[src/hdl/nns_pkg.sv]
// ----------------------------------------------------------------------------
// nns_pkg
// Shared types and constants for the nearest neighbour search block.
// ----------------------------------------------------------------------------
package nns_pkg;

  localparam int MaxLength = 128;
  localparam int AddrW = $clog2(MaxLength);
  localparam int LenW = 8;
  localparam int IdxW = 16;
  localparam int DistW = 43;
  localparam int SqW = 43;
  localparam int DotW = 40;
  localparam int NormW = 39;
  localparam int PW = 2 * NormW;
  localparam int NumW = PW + 31;
  localparam int QDepth = 4;
  localparam int QPtrW = $clog2(QDepth);

  localparam logic [DistW-1:0] DistMax = DistW'(64'd1 << 42);

  typedef enum logic {
    OpQuery     = 1'b0,
    OpCandidate = 1'b1
  } op_e;

  typedef enum logic {
    RegMetric = 1'b0,
    RegLength = 1'b1
  } reg_e;

  typedef enum logic [1:0] {
    BkIdle,
    BkMul,
    BkDiv,
    BkDone
  } bk_state_e;

  typedef struct packed {
    logic             metric;
    logic             last;
    logic [SqW-1:0]   sq;
    logic [DotW-1:0]  dot;
    logic [NormW-1:0] qn;
    logic [NormW-1:0] cn;
  } cand_t;

endpackage

[src/hdl/nns_mul.sv]
// ----------------------------------------------------------------------------
// nns_mul
// 39x39 unsigned multiplier that sums four partial products in turn.
// ----------------------------------------------------------------------------
module nns_mul (
  input  logic                      clk_i,
  input  logic                      rst_ni,
  input  logic                      start_i,
  input  logic [nns_pkg::NormW-1:0] a_i,
  input  logic [nns_pkg::NormW-1:0] b_i,
  output logic                      done_o,
  output logic [nns_pkg::PW-1:0]    p_o
);
  import nns_pkg::*;

  localparam int HW = 20;
  logic [2:0] st_q;
  logic [PW-1:0] acc_q;
  logic [HW-1:0] ah, bh;
  logic [2*HW-1:0] pp;
  logic [6:0] sh;

  always_comb begin
    ah = st_q[1] ? HW'(a_i >> HW) : a_i[HW-1:0];
    bh = st_q[0] ? HW'(b_i >> HW) : b_i[HW-1:0];
    sh = 7'((32'(st_q[1]) + 32'(st_q[0])) * HW);
  end
  assign pp = ah * bh;
  assign p_o = acc_q;
  assign done_o = st_q[2];

  always_ff @(posedge clk_i or negedge rst_ni) begin
    if (!rst_ni) begin
      st_q <= 3'd4; acc_q <= '0;
    end else if (start_i) begin
      st_q <= '0; acc_q <= '0;
    end else if (!st_q[2]) begin
      acc_q <= PW'(acc_q + (PW'(pp) << sh));
      st_q <= 3'(st_q + 1'b1);
    end
  end
endmodule

[src/hdl/nns_back.sv]
// ----------------------------------------------------------------------------
// nns_back
// Distance evaluation, best tracking and result register.
// ----------------------------------------------------------------------------
module nns_back (
  input  logic                        clk_i,
  input  logic                        rst_ni,
  input  logic                        empty_i,
  input  nns_pkg::cand_t              cand_i,
  output logic                        pop_o,
  output logic                        out_valid_o,
  input  logic                        out_ready_i,
  output logic [15:0]                 best_index_o,
  output logic [nns_pkg::DistW-1:0]   best_distance_o,
  output logic                        zero_norm_o
);
  import nns_pkg::*;

  bk_state_e st_q, st_d;
  logic mstart, mdone;
  logic [PW-1:0] p;
  logic [NumW-1:0] n_q, n_d;
  logic [5:0] b_q, b_d;
  logic [DistW-1:0] res_q, res_d, cand_dist;
  logic dist_ok;
  logic [IdxW-1:0] cand_q, best_pos_q;
  logic [DistW-1:0] best_q;
  logic best_v_q, zf_q;
  logic ov_q;
  logic [PW:0] mag, dsh;
  logic [PW+1:0] num;
  logic zero_n, early0, early_max;
  logic [PW+42:0] qsh, nsub;

  nns_mul u_mul (
    .clk_i, .rst_ni, .start_i(mstart), .a_i(cand_i.qn), .b_i(cand_i.cn),
    .done_o(mdone), .p_o(p)
  );

  assign zero_n = cand_i.qn == '0 || cand_i.cn == '0;
  assign mag = cand_i.dot[DotW-1] ? (PW+1)'(DotW'(-cand_i.dot)) : (PW+1)'(cand_i.dot);
  assign dsh = (PW+1)'(mag << 16);
  assign early0 = !cand_i.dot[DotW-1] && dsh >= (PW+1)'(p);
  assign num = cand_i.dot[DotW-1] ? (PW+2)'(p) + (PW+2)'(dsh)
                                  : (PW+2)'(p) - (PW+2)'(dsh);
  assign early_max = (PW+13)'(num) >= ((PW+13)'(p) << 12);
  assign qsh = (PW+43)'(p) << b_q;
  assign nsub = (PW+43)'(n_q) - qsh;

  always_comb begin
    st_d = st_q;
    unique case (st_q)
      BkIdle: if (!empty_i && !ov_q) begin
        if (!cand_i.metric || zero_n) st_d = BkDone;
        else st_d = BkMul;
      end
      BkMul: if (mdone) begin
        if (early0 || early_max) st_d = BkDone;
        else st_d = BkDiv;
      end
      BkDiv: if (b_q == '0) st_d = BkDone;
      BkDone: st_d = BkIdle;
      default: st_d = BkIdle;
    endcase
  end

  always_comb begin
    mstart = st_q == BkIdle && !empty_i && !ov_q;
    n_d = n_q; b_d = b_q; res_d = res_q;
    dist_ok = 1'b0;
    cand_dist = res_q;
    pop_o = 1'b0;
    unique case (st_q)
      BkIdle: begin
        res_d = !cand_i.metric ? cand_i.sq : DistMax;
      end
      BkMul: if (mdone) begin
        n_d = NumW'(num) << 30; b_d = 6'd41; res_d = '0;
        if (early0) res_d = '0;
        else if (early_max) res_d = DistMax;
      end
      BkDiv: begin
        if (!nsub[PW+42]) begin
          n_d = nsub[NumW-1:0];
          res_d = res_q | (DistW'(1) << b_q);
        end
        b_d = 6'(b_q - 1'b1);
      end
      BkDone: begin
        dist_ok = 1'b1; pop_o = 1'b1;
      end
      default: ;
    endcase
  end

  always_ff @(posedge clk_i) begin
    n_q <= n_d; b_q <= b_d; res_q <= res_d;
  end

  always_ff @(posedge clk_i or negedge rst_ni) begin
    if (!rst_ni) begin
      st_q <= BkIdle; cand_q <= '0; best_pos_q <= '0; best_q <= '0;
      best_v_q <= 1'b0; zf_q <= 1'b0; ov_q <= 1'b0;
      best_index_o <= '0; best_distance_o <= '0; zero_norm_o <= 1'b0;
    end else begin
      st_q <= st_d;
      if (ov_q && out_ready_i) ov_q <= 1'b0;
      if (dist_ok) begin
        logic take, zfn;
        logic [DistW-1:0] bd;
        logic [IdxW-1:0] bp;
        take = !best_v_q || cand_dist < best_q;
        bd = take ? cand_dist : best_q;
        bp = take ? cand_q : best_pos_q;
        zfn = zf_q || (cand_i.metric && zero_n);
        if (cand_i.last) begin
          ov_q <= 1'b1;
          best_index_o <= bp; best_distance_o <= bd; zero_norm_o <= zfn;
          cand_q <= '0; best_q <= '0; best_pos_q <= '0;
          best_v_q <= 1'b0; zf_q <= 1'b0;
        end else begin
          cand_q <= IdxW'(cand_q + 1'b1);
          best_q <= bd; best_pos_q <= bp; best_v_q <= 1'b1; zf_q <= zfn;
        end
      end
    end
  end

  assign out_valid_o = ov_q;
endmodule

[config.mk]
export PLATFORM = sky130hd
export DESIGN_NAME = nns_back
export DESIGN_NICKNAME = d
export VERILOG_FILES = /design/src/hdl/nns_pkg.sv /design/src/hdl/nns_mul.sv /design/src/hdl/nns_back.sv
export SDC_FILE = /design/constraint.sdc
export NUM_CORES = 2
export LEC_CHECK = 0
export BUFFER_PORTS_ARGS = -buffer_cell sky130_fd_sc_hd__buf_2
export CORE_MARGIN = 1
export CORE_UTILIZATION = 38
export DETAILED_ROUTE_END_ITERATION = 12
export PLACE_DENSITY = 0.57
export SYNTH_ARGS = -nofsm -noshare
export SYNTH_HDL_FRONTEND = slang
export SYNTH_SLANG_ARGS = --single-unit
[constraint.sdc]
create_clock -name clk_i -period 17.5 [get_ports clk_i]
set_input_delay 3.5 -clock clk_i [delete_from_list [all_inputs] [get_ports clk_i]]
set_output_delay 3.5 -clock clk_i [all_outputs]
set_load 0.005 [all_outputs]
==> run_results.csv <==
group,metric,value,unit
hold_path,holdPathStages,2,
sta,timing.slew.headroom,0.1395,
sta,finalMaxSlewViolations,0,
sta,total_of_endpoints_with_negative_setup_slack_in_the_final_report,0,
sta,grt_setup_unrepaired,"false",
floorplanning,initial_utilization,0.3831,
cells_and_area,drive_above_1_share,0.08725,
setup_path,critical_path.reg2reg.startpoint,"u_mul.st_q[1]",
drt,dr.first_iter.drc_count,5484,
grt,grt_max_degree,114,
setup_path,critPathRequiredTime,18.08,ns
cells_and_area,most-common-layout-cells,"929 x nor2_1, 835 x nand2_1, 647 x inv_1",
cts,worst_setup_hold_path_clk_slew,0.06,ns
placed_design,gp_congestion,0.9936,
floorplanning,placementRows,142,
synthesis,yosysSeqAreaShare,0.1789,
cells_and_area,layout.cells.most_common,"nor2_1",
grt,use_met3,0.03531,
setup_path,critical_path_peak_fanout,12,
grt,vias_in_the_first_global_route,53210,
setup_path,worstRegToRegCells,37,
cts,clk_latency,0.69,ns
setup_path,cp_slowest_stage_delay,0.94,ns
hold_path,hold_end,"zero_norm_o",
hold_path,worst_hold_startpoint,"zero_norm_o",
sta,tns,0,ns
sta,worst_hold_slack,0.4754,ns
drt,drt_drc_violations_left,0,
setup_path,crit_path_frequent_cell,"fa_1",
drt,wl_per_cell,24.34,µm
cts,num_cts_buffers,52,
cts,clkSinkCount,379,
synthesis,yosys_most_used_dff,"dfrtp_1",
cts,root_buffer,"clkbuf_16",
grt,use_met2,0.4558,
sta,final_min_period_over_clock_period,0.8155,
grt,grt_util_all_layers,0.2909,
setup_path,critical_path_arrival,14.85,ns
hold_path,worst_hold_path_type,"flop to flop",
drt,dr_total_vias,55680,
floorplanning,die_x,390.8,µm
synthesis,synth_cell_area,57440,µm²
cts,post_cts_buffers,0,
grt,antenna_found_initial,8,
cts,clock_tree.htree_level_count,2,
setup_path,cpMaxStageDelayCell,"mux2i_1",
setup_path,r2r_setup_slack,5.15,ns
drt,detailedRoute.firstPassIterationCount,6,
cells_and_area,num-nets-final,8351,
setup_path,worstReg2RegEnd,"u_mul.p_o[76]",
placed_design,hpwlAfterDp,180100,µm
synthesis,postSynthRegisterBits,379,
flow_run,maxCapViolCount,0,
sta,fin_crit,14.27,ns
drt,antenna_violating_nets_post_route,0,
synthesis,postSynthAreaPerCell,7.811,µm²
placed_design,io_buffer_count,228,
sta,achievable-frequency,70.07,MHz
cts,clk_path_buf_depth,3,
synthesis,synthesis.nets,8391,
grt,globalRoute.busiestLayer,"met2",
drt,post_drt_via_cell_ratio,5.938,
cells_and_area,area_delta_synth_final,8.146,%
synthesis,yosysUniqueCellTypes,84,
setup_path,crit_path_start_kind,"input port",
sta,tightestPinTransition,1.279,ns
synthesis,synth_enable_flop_cells,158,
floorplanning,design.die.area,152700,µm²
cts,cts_tree,"built",
cts,post_cts_hold_buffer_count,0,
setup_path,critPathLaunch,"cand_i[69]",
setup_path,timing.setup.critical_path_class,"input port to flop",
sta,timing_hold_violations_final,0,
floorplanning,num_io_pins,229,
synthesis,asyncSetResetFlopFracSynth,0.5831,
cts,postCtsResizedCells,0,
grt,grt_first_pass_wirelength,338800,µm
status,run_status,"finished clean",
synthesis,syn_inst,7354,
drt,detail_route.wirelength,228300,µm
synthesis,ys.warnings.count,0,
grt,grt_overflow,0,
floorplanning,fp.dieH,390.8,µm
grt,globalRouteMet1Util,0.4023,
setup_path,critical_path.endpoint_type,"flop",
sta,fin_skew,0.05956,ns
floorplanning,coreArea,150000,µm²
-- flip-flops by register name (all words and copies together) (netlist names), 16 cells and up --
register and flops:
best_index_o 16, best_pos_q 16, best_q 43, cand_dist 43
n_q 109, best_distance_o 43, u_mul.p_o 78, cand_q 16
-- cells in the mapped netlist, types with 15 or more instances --
| master | instances | area, µm² |
|---|---|---|
| a211oi_1 | 107 | 803.3 |
| o22ai_1 | 39 | 244.0 |
| dfrtp_1 | 220 | 5505 |
| nor3_1 | 143 | 715.7 |
| edfxtp_1 | 158 | 4745 |
| nor2b_1 | 77 | 481.7 |
| ha_1 | 546 | 6832 |
| nand4_1 | 104 | 650.6 |
| a22o_1 | 45 | 394.1 |
| mux4_2 | 71 | 1599 |
| a21oi_1 | 582 | 2913 |
| nand2_1 | 836 | 3138 |
| mux2_2 | 82 | 923.4 |
| mux2i_1 | 162 | 1622 |
| a21o_1 | 185 | 1389 |
| o21bai_1 | 66 | 495.5 |
| and2_1 | 43 | 269.0 |
| o31ai_1 | 54 | 405.4 |
| inv_1 | 648 | 2432 |
| a21boi_0 | 16 | 120.1 |
| o21a_1 | 38 | 285.3 |
| clkbuf_1 | 366 | 1374 |
| fa_1 | 324 | 6486 |
| a22oi_1 | 15 | 112.6 |
| o21ai_0 | 406 | 2032 |
| xor2_1 | 98 | 858.3 |
| and3_1 | 43 | 269.0 |
| a31oi_1 | 91 | 569.3 |
| or2_2 | 25 | 156.4 |
| buf_1 | 52 | 195.2 |
| nand2b_1 | 44 | 275.3 |
| nor4_1 | 68 | 425.4 |
| o211ai_1 | 38 | 285.3 |
| nand3_1 | 135 | 675.7 |
| nor2_1 | 932 | 3498 |
| xnor2_1 | 203 | 1778 |
| or3_1 | 30 | 187.7 |
-- cell families after synthesis --
kind of cell,Yosys count,share of synthesized area
adder cells (fa/ha/maj),870,0.2318
flip-flops,379,0.1789
AND/OR/NAND/NOR,2555,0.1983
XOR/XNOR,301,0.04589
buffers and inverters,1081,0.07079
multiplexers,315,0.07214
AO/OA/AOI/OAI,1853,0.2021
-- critical path, delay by kind of cell --
family / cells / cell delay [ns]
AND/OR/NAND/NOR: 5 / 0.61
multiplexers: 2 / 1.16
adder cells (fa/ha/maj): 9 / 4.55
AO/OA/AOI/OAI: 15 / 4.45
XOR/XNOR: 1 / 0.26
buffers and inverters: 5 / 0.30
-- metal layers --
metal  part of all wire  vias to the layer above
met5           0.000088                        -
met4              0.047                        2
li1                   -                    25680
met3              0.071                      424
met2               0.45                     2289
met1               0.43                    27290
-- per-stage QoR --
stage	setup slack [ns]	utilization	cells	area, µm²
2_1_floorplan	3.370	-	7354	57440
3_3_place_gp	2.823	0.4028	9275	60390
3_5_place_dp	2.647	0.4028	9275	60390
4_1_cts	3.362	0.4142	9373	62100
5_1_grt	2.614	0.4142	9374	62120
6_report	3.229	0.4143	9377	62120
-- layout make-up --
class / instances / area [µm²]
clock inverters: 21 / 191.4
inverters: 656 / 2462
fillers: 15540 / 87830
multi-input cells: 5894 / 43190
well taps: 2016 / 2522
flip-flops and latches: 379 / 10290
repair buffers: 331 / 1943
diodes: 3 / 7.507
clock buffers: 77 / 1519
-- how the worst max path moves through the flow --
| stage | end | cells past startpoint |
|---|---|---|
| final | u_mul.p_o[76] | 37 |
| after global routing | u_mul.p_o[76] | 37 |
| after CTS | u_mul.p_o[76] | 37 |
| after detailed placement | u_mul.p_o[76] | 37 |
| after global placement | u_mul.p_o[76] | 38 |
| after floorplan | n_q[0] | 24 |
Power is left out: the tool's default activity adds up to more than one toggle a clock period on the data nets, which glitch-free logic cannot reach.
