## config.mk

```make
export PLATFORM = sky130hd
export DESIGN_NAME = nns_queue
export DESIGN_NICKNAME = d
export VERILOG_FILES = /design/src/hdl/nns_pkg.sv /design/src/hdl/nns_queue.sv
export SDC_FILE = /design/constraint.sdc
export NUM_CORES = 1
export LEC_CHECK = 0
export BUFFER_PORTS_ARGS = -buffer_cell sky130_fd_sc_hd__buf_2
export CAP_MARGIN = 20
export CORE_MARGIN = 1
export CORE_UTILIZATION = 50
export CTS_BUF_LIST = sky130_fd_sc_hd__clkbuf_8
export DETAILED_ROUTE_END_ITERATION = 12
export PLACE_DENSITY = 0.71
export SLEW_MARGIN = 20
export SYNTH_ARGS = -nofsm -noshare
export SYNTH_HDL_FRONTEND = slang
export SYNTH_SLANG_ARGS = --single-unit
```

## constraint.sdc

```tcl
create_clock -name clk_i -period 6.8 [get_ports clk_i]
set_input_delay 0.68 -clock clk_i [delete_from_list [all_inputs] [get_ports clk_i]]
set_output_delay 0.68 -clock clk_i [all_outputs]
set_load 0.005 [all_outputs]
```

## src/hdl/nns_pkg.sv

```systemverilog
// ----------------------------------------------------------------------------
// nns_pkg
// Shared types and constants for the nearest neighbour search block.
// ----------------------------------------------------------------------------
package nns_pkg;

  localparam int MaxLength = 128;
  localparam int AddrW = $clog2(MaxLength);
  localparam int LenW = 8;
  localparam int IdxW = 16;
  localparam int DistW = 43;
  localparam int SqW = 43;
  localparam int DotW = 40;
  localparam int NormW = 39;
  localparam int PW = 2 * NormW;
  localparam int NumW = PW + 31;
  localparam int QDepth = 4;
  localparam int QPtrW = $clog2(QDepth);

  localparam logic [DistW-1:0] DistMax = DistW'(64'd1 << 42);

  typedef enum logic {
    OpQuery     = 1'b0,
    OpCandidate = 1'b1
  } op_e;

  typedef enum logic {
    RegMetric = 1'b0,
    RegLength = 1'b1
  } reg_e;

  typedef enum logic [1:0] {
    BkIdle,
    BkMul,
    BkDiv,
    BkDone
  } bk_state_e;

  typedef struct packed {
    logic             metric;
    logic             last;
    logic [SqW-1:0]   sq;
    logic [DotW-1:0]  dot;
    logic [NormW-1:0] qn;
    logic [NormW-1:0] cn;
  } cand_t;

endpackage

```

## src/hdl/nns_queue.sv

```systemverilog
// ----------------------------------------------------------------------------
// nns_queue
// Small FIFO of finished candidate sums between front and back end.
// ----------------------------------------------------------------------------
module nns_queue (
  input  logic           clk_i,
  input  logic           rst_ni,
  input  logic           push_i,
  input  nns_pkg::cand_t data_i,
  output logic           full_o,
  input  logic           pop_i,
  output logic           empty_o,
  output nns_pkg::cand_t data_o
);
  import nns_pkg::*;

  cand_t mem_q [QDepth];
  logic [QPtrW-1:0] wp_q, rp_q;
  logic [QPtrW:0] n_q;

  assign full_o = n_q == (QPtrW+1)'(QDepth);
  assign empty_o = n_q == '0;
  assign data_o = mem_q[rp_q];

  always_ff @(posedge clk_i) begin
    if (push_i) mem_q[wp_q] <= data_i;
  end

  always_ff @(posedge clk_i or negedge rst_ni) begin
    if (!rst_ni) begin
      wp_q <= '0; rp_q <= '0; n_q <= '0;
    end else begin
      if (push_i) wp_q <= QPtrW'(wp_q + 1'b1);
      if (pop_i) rp_q <= QPtrW'(rp_q + 1'b1);
      n_q <= (QPtrW+1)'(n_q + (QPtrW+1)'(push_i) - (QPtrW+1)'(pop_i));
    end
  end
endmodule

```

==> flow_summary.json, run 1 <==
{
  "grt_max_degree": 73,
  "hold_violations": 0,
  "crit_type": "flop to output pin",
  "dr.first_iter.drc_count": 681,
  "synthCells": 886,
  "start_util_pct": 51.18,
  "ant_nets": 0,
  "die_w_um": 221.2,
  "num_io_pins": 332,
  "critical-path-max-stage-delay_ns": 0.88,
  "cts_buffers": 101,
  "p_total_uw": 11480,
  "worstPathCellList": "buf_4 > mux4_2 > buf_2",
  "drv_cap": 0,
  "p_leak_uw": 0.009636,
  "drive_gt1_share_pct": 45.90,
  "first_pass_iters": 5,
  "skew_ns": 0.01906,
  "syn_area_mm2": 0.02403,
  "powerDensity_mw_per_mm2": 410.8,
  "slew-limit-headroom_pct": 27.71,
  "root_buffer": "clkbuf_8",
  "vias_per_cell": 5.389,
  "layout_worst_path_cycle_share_pct": 54.98,
  "grt_pass1_vias": 11360,
  "insertion_delay_ns": 0.67,
  "synth_cell_types": 18,
  "track_usage_pct": 18.18,
  "ir_drop_mv": 0.2624,
  "start_kind": "flop",
  "final_cell_mix": "edfxtp_1, buf_2, mux4_2",
  "row_count": 79,
  "cp.arrival_ns": 3.06,
  "worst-path-buf-inv": 2,
  "cp_slowest_cell": "buf_4",
  "gp_congestion": 0.7279,
  "tightest_slew_ns": 1.084,
  "crit_fanout": 71,
  "htree_num_levels": 3,
  "core-area_mm2": 0.04695,
  "status": "complete, no violations",
  "hold_path.class": "input pin to flop",
  "power_frac_seq_pct": 48.4,
  "p_comb_share_pct": 27.1,
  "internal_power_uw": 8237,
  "yosysTopAreaCell": "edfxtp_1",
  "drv_slew": 0,
  "overflow": 0,
  "dieHeight_um": 221.2,
  "setup_viol": 0,
  "p_clk_share_pct": 24.5,
  "antenna_found_initial": 11,
  "grt_pass1_wl_mm": 66.38,
  "postSynthAreaPerCell_um2": 27.12,
  "synth-seq-cells": 659,
  "port_buffers": 331,
  "tns_ns": 0,
  "avgRoutedWirePerCell_um": 22.03,
  "worstPathRequired_ns": 6.12,
  "syn_nets": 1060,
  "cts_resized": 0,
  "r2r_cells": 4,
  "cts_tree": "yes",
  "dpl.hpwl_mm": 25.65,
  "hold_slack_ns": 0.2200,
  "wirelength_mm": 43.82,
  "finalCriticalPeriod_ns": 3.738,
  "hold_depth": 1,
  "layout_commonest_cell": "edfxtp_1",
  "die_area_mm2": 0.04894,
  "clock-sinks": 659,
  "drc": 0,
  "crit_path_end_kind": "output pin",
  "syn_to_final_growth_pct": 16.33,
  "critPathTopFamily": "buffers and inverters",
  "synthTopCellsByArea": "edfxtp_1, mux4_2, buf_12",
  "path_depth": 3,
  "ys_warn_count": 0,
  "grt_setup_unrepaired": "false",
  "vias": 10720,
  "final_nets": 1471,
  "clkSlewWorstSetupHoldPaths_ns": 0.06,
  "clock_path_buffers": 3,
  "seq_area_frac_synth_pct": 82.21,
  "netlist.area_leader.share_pct": 81.48,
  "p_sw_uw": 3246,
  "clock.fmax_ghz": 0.2675,
  "switching_share_pct": 28.27
}
==> cells by family (layout without fill, tap and decap cells) <==
| group | count (synthesis) | in the layout | synth area share, % |
|---|---|---|---|
| AOI/OAI and AO/OA | 1 | 1 | 0.02081 |
| xor gates and xnor gates | 5 | 5 | 0.1823 |
| adders and majority gates | 7 | 7 | 0.3957 |
| buffers and inverters | 43 | 536 | 1.734 |
| DFF | 659 | 659 | 82.21 |
| muxes | 163 | 163 | 15.28 |
| other | 0 | 3 | 0 |
| and+or+nand+nor | 8 | 8 | 0.1822 |
==> synth_stat cells, drive strengths merged <==
| cell type | n |
|---|---|
| nand2 | 2 |
| buf | 35 |
| edfxtp | 652 |
| nor3 | 1 |
| fa | 1 |
| dfrtp | 7 |
| ha | 6 |
| clkbuf | 2 |
| and2 | 4 |
| xor2 | 2 |
| inv | 6 |
| and3 | 1 |
| xnor2 | 3 |
| o21ai | 1 |
| mux4 | 163 |
==> power groups by stage <==
| stage | Combinational, uW | Sequential, uW | Clock (uW) |
|---|---|---|---|
| floorplan | 2170 | 5620 | 0 |
| global placement | 3210 | 5600 | 0 |
| detailed placement | 3210 | 5650 | 0 |
| CTS | 3220 | 5570 | 2920 |
| global route | 3370 | 5620 | 3070 |
| finish | 3120 | 5550 | 2810 |
==> stage by stage <==
step / std cells / utilization, % / area [um2] / setup WS [ns]
after CTS: 1986 / 59.52 / 27950 / 2.954
after global placement: 1800 / 55.76 / 26180 / 3.710
after detailed placement: 1800 / 55.76 / 26180 / 3.717
after floorplan: 886 / - / 24030 / 1.865
after global routing: 1988 / 59.53 / 27950 / 2.900
final: 1989 / 59.54 / 27950 / 3.062
==> final cells by class <==
class                   instances  area, um2
diodes                          3      7.507
clock buffers                 102       1404
clock inverters                83      352.8
fillers                      3274      19000
inverters                       6      22.52
multi-input cells             184       3869
flip-flops and latches        659      19760
well taps                     607      759.5
repair buffers                345       1777
==> flip-flops by register name, indices dropped and copies added, names as in the netlist <==
name / count
rp_q: 2
n_q: 3
mem_q: 652
wp_q: 2
==> layer usage <==
| layer | global-route usage, % | vias to the layer above | wire length [um] |
|---|---|---|---|
| met1 | 23.30 | 5567 | 17600 |
| met5 | 0 | - | 92 |
| met2 | 28.81 | 357 | 21640 |
| met3 | 7.237 | 76 | 3677 |
| li1 | - | 4705 | - |
| met4 | 5.436 | 14 | 807 |
==> what timing repair did <==
action                                  CTS  global route
endpoints found under the setup margin    0             0
hold buffers                              1             0
buffers inserted                          0             0
hold endpoints to repair                  7             0
==> worst paths after layout <==
| path | start | end | slack (ns) |
|---|---|---|---|
| max | rp_q[1]$_DFFE_PN0P_ | data_o[90] | 3.06 |
| max reg2reg | wp_q[0]$_DFFE_PN0P_ | mem_q[0][130]$_DFFE_PP_ | 4.16 |
| min in group asynchronous | rst_ni | rp_q[1]$_DFFE_PN0P_ | 0.40 |
| max in group asynchronous | rst_ni | rp_q[0]$_DFFE_PN0P_ | 6.22 |
| min | data_i[137] | mem_q[1][137]$_DFFE_PP_ | 0.22 |
| min reg2reg | wp_q[0]$_DFFE_PN0P_ | wp_q[0]$_DFFE_PN0P_ | 0.53 |
Note: power is estimated with default switching activity, not from simulation.
==> run 2: changes to the inputs <==
PLACE_DENSITY = 0.74   (was 0.71)
clock period = 3.2 ns   (was 6.8 ns; I/O delays follow)
==> run 2 against run 1 <==
Compared with the run above:
- register-to-register slack got worse by 2.9 ns
- highest routed layer unchanged
- die area unchanged
- sequential power increased by 110%
- critical path type unchanged
- clock skew increased by 0.0036 ns
==> flow_summary.json, run 2 (synthesis results as in run 1) <==
{
  "status": "complete, no violations",
  "multi_input_area_mm2": 0.003869,
  "reg2reg_setup_slack_ns": 1.22,
  "tightest_slew_ns": 0.7417,
  "drive_gt1_share_pct": 41.74,
  "dpl.hpwl_mm": 27.58,
  "cts_resized": 0,
  "fin_cells": 2172,
  "crit_path_end_kind": "output pin",
  "first_pass_iters": 4,
  "start_kind": "flop",
  "largest_reg_flops": 652,
  "p_sw_uw": 7223,
  "switching_share_pct": 28.47,
  "num_io_pins": 332,
  "fill_cells": 2996,
  "track_usage_pct": 20.18,
  "dr.first_iter.drc_count": 823,
  "skew_ns": 0.02267,
  "avgRoutedWirePerCell_um": 22.31,
  "htree_num_levels": 3,
  "hold_violations": 0,
  "crit_start": "rp_q[0]$_DFFE_PN0P_",
  "core-area_mm2": 0.04695,
  "port_buffers": 331,
  "p_clk_share_pct": 24.5,
  "grt_setup_unrepaired": "false",
  "final_cell_mix": "edfxtp_1, buf_2, dlygate4sd3_1",
  "grt_pass1_vias": 13120,
  "layout_commonest_cell": "edfxtp_1",
  "p_leak_uw": 0.01055,
  "clock-sinks": 659,
  "antenna_found_initial": 5,
  "p_total_uw": 25370,
  "hold_path.class": "input pin to async pin",
  "cts_tree": "yes",
  "powerDensity_mw_per_mm2": 844.3,
  "ir_drop_mv": 0.6840,
  "drv_cap": 0,
  "placed_area_mm2": 0.02655,
  "clkSlewWorstSetupHoldPaths_ns": 0.05,
  "syn_to_final_growth_pct": 25.04,
  "worstSetupEndpoint": "data_o[71]",
  "crit_fanout": 25,
  "drc": 0,
  "overflow": 0,
  "r2r_cells": 4,
  "clock_path_buffers": 3,
  "slew-limit-headroom_pct": 50.56,
  "post-place-cells": 1818,
  "r2r-end": "mem_q[1][58]$_DFFE_PP_",
  "regArea_mm2": 0.01976,
  "wirelength_mm": 48.45,
  "die_area_mm2": 0.04894,
  "insertion_delay_ns": 0.68,
  "p_comb_share_pct": 29.2,
  "worstPathRequired_ns": 2.88,
  "layout_worst_path_cycle_share_pct": 87.07,
  "finalCriticalPeriod_ns": 2.786,
  "gp_congestion": 0.7345,
  "r2r-start": "wp_q[1]$_DFFE_PN0P_",
  "internal_power_uw": 18150,
  "top_register": "mem_q",
  "vias_per_cell": 5.361,
  "grt_pass1_wl_mm": 74.15,
  "top_regs": "mem_q: 652 flops, n_q: 3 flops",
  "setup_viol": 0,
  "tns_ns": 0,
  "drv_slew": 0,
  "vias": 11640,
  "dieHeight_um": 221.2,
  "fin_area_mm2": 0.03005,
  "cp.arrival_ns": 2.47,
  "die_w_um": 221.2,
  "grt_max_degree": 87,
  "power_frac_seq_pct": 46.3,
  "fin_util_pct": 63.99,
  "root_buffer": "clkbuf_8",
  "ant_nets": 0,
  "clock.fmax_ghz": 0.3589,
  "cts_buffers": 101,
  "row_count": 79,
  "final_nets": 1654,
  "crit_type": "flop to output pin",
  "start_util_pct": 51.18
}
## run 2: routing by layer
metal  global-route usage (%)  up-vias  routed length (um)
met5                        0        -                  24
met1                    24.85     6065               19220
met2                    33.15      421               24380
met4                    7.264        4                1108
li1                         -     5065                   -
met3                    7.131       89                3712
## run 2: worst min path at each step
stage / start / endpoint / cells after the start
after floorplan: rst_ni / n_q[0]$_DFF_PN0_ / 0
after global placement: rst_ni / n_q[1]$_DFF_PN0_ / 1
after detailed placement: rst_ni / n_q[2]$_DFF_PN0_ / 1
after CTS: rst_ni / n_q[1]$_DFF_PN0_ / 2
after global routing: rst_ni / n_q[1]$_DFF_PN0_ / 2
final: rst_ni / wp_q[0]$_DFFE_PN0P_ / 2
## run 2: worst max-delay path: stages (launching register included)
cell	delay, ns
dfrtp_4	0.55
buf_12	0.30
buf_12	0.24
mux4_2	0.53
buf_2	0.14
## run 2: cell type report
type	instances	share of cell area (%)
Multi-Input combinational cell	184	12.88
Sequential cell	659	65.77
Clock inverter	78	1.174
Antenna cell	3	0.02499
Clock buffer	107	4.901
Inverter	6	0.07496
Tap cell	607	2.528
Timing Repair Buffer	528	12.65
## run 2: per-stage QoR
step	hold slack, ns	worst slack [ns]
4_1_cts	0.01253	0.2773
3_3_place_gp	0.1944	1.052
3_5_place_dp	0.1991	1.045
2_1_floorplan	0.02441	0.1388
6_report	0.07897	0.4138
5_1_grt	0.02372	0.2251
## run 2: repair_timing
| action | 4_1_cts | 5_1_grt |
|---|---|---|
| endpoints found under the hold margin | 663 | 0 |
| buffers inserted | 0 | 0 |
| hold buffers | 166 | 0 |
## run 2: power groups by stage
stage,combinational [uW],sequential [uW],clock (uW)
2_1_floorplan,4610,11800,0
3_3_place_gp,7270,11800,0
3_5_place_dp,7320,11900,0
4_1_cts,7520,11800,6360
5_1_grt,7930,11900,6750
6_report,7400,11700,6220
==> run 3: changes to the inputs <==
ABC_AREA = 1   (was unset)
PLACE_DENSITY = 0.73   (was 0.74)
==> run 3 against run 2 <==
Compared with the run above:
- sequential cell count did not move
- area after synthesis rose by 15%
- final cell count rose by 80%
- highest routed layer unchanged
==> flow_summary.json, run 3 <==
{
  "status": "complete, no violations",
  "ant_nets": 0,
  "clock-sinks": 659,
  "crit_path_end_kind": "output pin",
  "use_met1_pct": 27.57,
  "gp_congestion": 0.7460,
  "tightest_slew_ns": 1.078,
  "p_total_uw": 28180,
  "layout_commonest_cell": "nand2_1",
  "cp_slowest_cell": "dfrtp_4",
  "seq_area_frac_synth_pct": 71.30,
  "track_usage_pct": 22.17,
  "avgRoutedWirePerCell_um": 16.02,
  "num_io_pins": 332,
  "htree_num_levels": 3,
  "synth_common_cells": "nand2_1, inv_1, edfxtp_1",
  "grt_pass1_vias": 18690,
  "hold_path.class": "input pin to flop",
  "setup_viol": 0,
  "min_to": "mem_q[1][16]$_DFFE_PP_",
  "ys_dominant_reg_cell": "edfxtp_1",
  "drc": 0,
  "hold_depth": 2,
  "timing.critical_path.mode_cell": "nand2_1",
  "hold_buffers": 167,
  "ys_warn_count": 0,
  "die_w_um": 237.4,
  "r2r_cells": 5,
  "root_buffer": "clkbuf_8",
  "dpl.hpwl_mm": 35.38,
  "use_met2_pct": 37.59,
  "top_register": "mem_q",
  "cts_buffers": 103,
  "syn_nets": 2775,
  "largest_reg_flops": 652,
  "netlist.area_leader.share_pct": 70.67,
  "use_met3_pct": 5.296,
  "drv_cap": 0,
  "tns_ns": 0,
  "start_kind": "flop",
  "clkSlewWorstSetupHoldPaths_ns": 0.06,
  "yosysTopAreaCell": "edfxtp_1",
  "cts_setup_buffers": 0,
  "clock.fmax_ghz": 0.3451,
  "die_area_mm2": 0.05635,
  "postSynthAreaPerCell_um2": 10.65,
  "syn_area_mm2": 0.02770,
  "vias_per_cell": 4.813,
  "grt_setup_unrepaired": "false",
  "worstPathCellList": "inv_8 > buf_4 > nand2_1 > nand3_1 > nand2_1 > buf_2",
  "drive_gt1_share_pct": 15.78,
  "overflow": 0,
  "grt_max_degree": 195,
  "synth-seq-cells": 659,
  "core-area_mm2": 0.05424,
  "yosysMostFrequentCell": "nand2_1",
  "start_util_pct": 51.08,
  "wirelength_mm": 62.66,
  "synth_cell_types": 16,
  "worstPathRequired_ns": 2.88,
  "first_pass_iters": 5,
  "synthCells": 2601,
  "insertion_delay_ns": 0.70,
  "hold_slack_ns": 0.3724,
  "ir_drop_mv": 0.6328,
  "drv_slew": 0,
  "critical-path-max-stage-delay_ns": 0.53,
  "synthArstFlopShare_pct": 1.062,
  "antenna_found_initial": 5,
  "crit_type": "flop to output pin",
  "row_count": 85,
  "reg2reg_setup_slack_ns": 1.04,
  "fin_area_mm2": 0.03370,
  "hold_violations": 0,
  "top_regs": "mem_q: 652 flops, n_q: 3 flops",
  "dr.first_iter.drc_count": 1101,
  "final_nets": 3303,
  "pre_cts_slack_ns": 1.012,
  "finalCriticalPeriod_ns": 2.898,
  "port_buffers": 331,
  "syn_to_final_growth_pct": 21.65,
  "p_leak_uw": 0.01580,
  "synth-edff-count": 652,
  "final_cell_mix": "nand2_1, inv_1, edfxtp_1",
  "top_usage_layer": "met2",
  "synthTopCellsByArea": "edfxtp_1, nand2_1, inv_1",
  "r2r-start": "wp_q[1]$_DFFE_PN0P_",
  "dieHeight_um": 237.4,
  "cts_resized": 0,
  "slew-limit-headroom_pct": 28.10,
  "cp.arrival_ns": 2.58,
  "grt_pass1_wl_mm": 97.06,
  "powerDensity_mw_per_mm2": 836.1,
  "clock_path_buffers": 3,
  "cts_tree": "yes",
  "fill_cells": 4066,
  "skew_ns": 0.02090,
  "layout_worst_path_cycle_share_pct": 90.55,
  "postLayoutSetupSlackWorst_ns": 0.3025,
  "r2r-end": "mem_q[1][144]$_DFFE_PP_",
  "crit_fanout": 93,
  "placed_area_mm2": 0.03015,
  "vias": 18830,
  "holdCritStartpoint": "data_i[16]"
}
[run 3: how the worst max path moves through the flow]
| stage | start | to | slack, ns |
|---|---|---|---|
| floorplan | wp_q[0]$_DFFE_PN0P_ | mem_q[1][0]$_DFFE_PP_ | -0.30 |
| global placement | wp_q[0]$_DFFE_PN0P_ | mem_q[1][123]$_DFFE_PP_ | 1.04 |
| detailed placement | rp_q[0]$_DFFE_PN0P_ | data_o[99] | 1.01 |
| CTS | rp_q[0]$_DFFE_PN0P_ | data_o[99] | 0.21 |
| global route | rp_q[0]$_DFFE_PN0P_ | data_o[37] | 0.10 |
| finish | rp_q[0]$_DFFE_PN0P_ | data_o[47] | 0.30 |
[run 3: through the flow]
stage,utilization [%],instances
3_5_place_dp,55.58,3553
2_1_floorplan,-,2601
4_1_cts,62.12,3908
5_1_grt,62.13,3911
3_3_place_gp,55.58,3553
6_report,62.13,3912
[run 3: layout make-up]
| type | count | area (um2) | share of cell area, % |
|---|---|---|---|
| multi-input cells | 1166 | 4891 | 14.51 |
| flip-flops and latches | 659 | 19760 | 58.64 |
| well taps | 696 | 870.8 | 2.584 |
| clock buffers | 106 | 1459 | 4.329 |
| diodes | 4 | 10.01 | 0.02970 |
| repair buffers | 533 | 3766 | 11.18 |
| clock inverters | 82 | 415.4 | 1.233 |
| inverters | 666 | 2527 | 7.500 |
[run 3: logic make-up (layout without fill, tap and decap cells)]
family,count (synthesis),count (layout),synth area share [%]
flip-flops,659,659,71.30
XOR/XNOR,3,3,0.09486
other,0,4,0
AO/OA/AOI/OAI,1,1,0.01805
buffers and inverters,776,1387,11.11
AND/OR/NAND/NOR,1155,1155,17.13
adder cells (fa/ha/maj),7,7,0.3432
[run 3: power breakdown]
part / internal (uW) / leakage (uW) / switching, uW
clock network: 3300 / 0.00110 / 3130
registers: 11300 / 0.00607 / 366
logic: 3360 / 0.00863 / 6730
total: 17900 / 0.0158 / 10200
[run 3: metal layers]
layer  vias up  wire, um
met4         4      1441
met2       619     30980
met1      8910     25620
met5         -        23
li1       9186         -
met3       110      4583
[run 3: critical path, delay by kind of cell, from the launching register on]
family / cells / cell delay, ns
flip-flops: 1 / 0.53
AND/OR/NAND/NOR: 3 / 0.26
buffers and inverters: 3 / 1.07
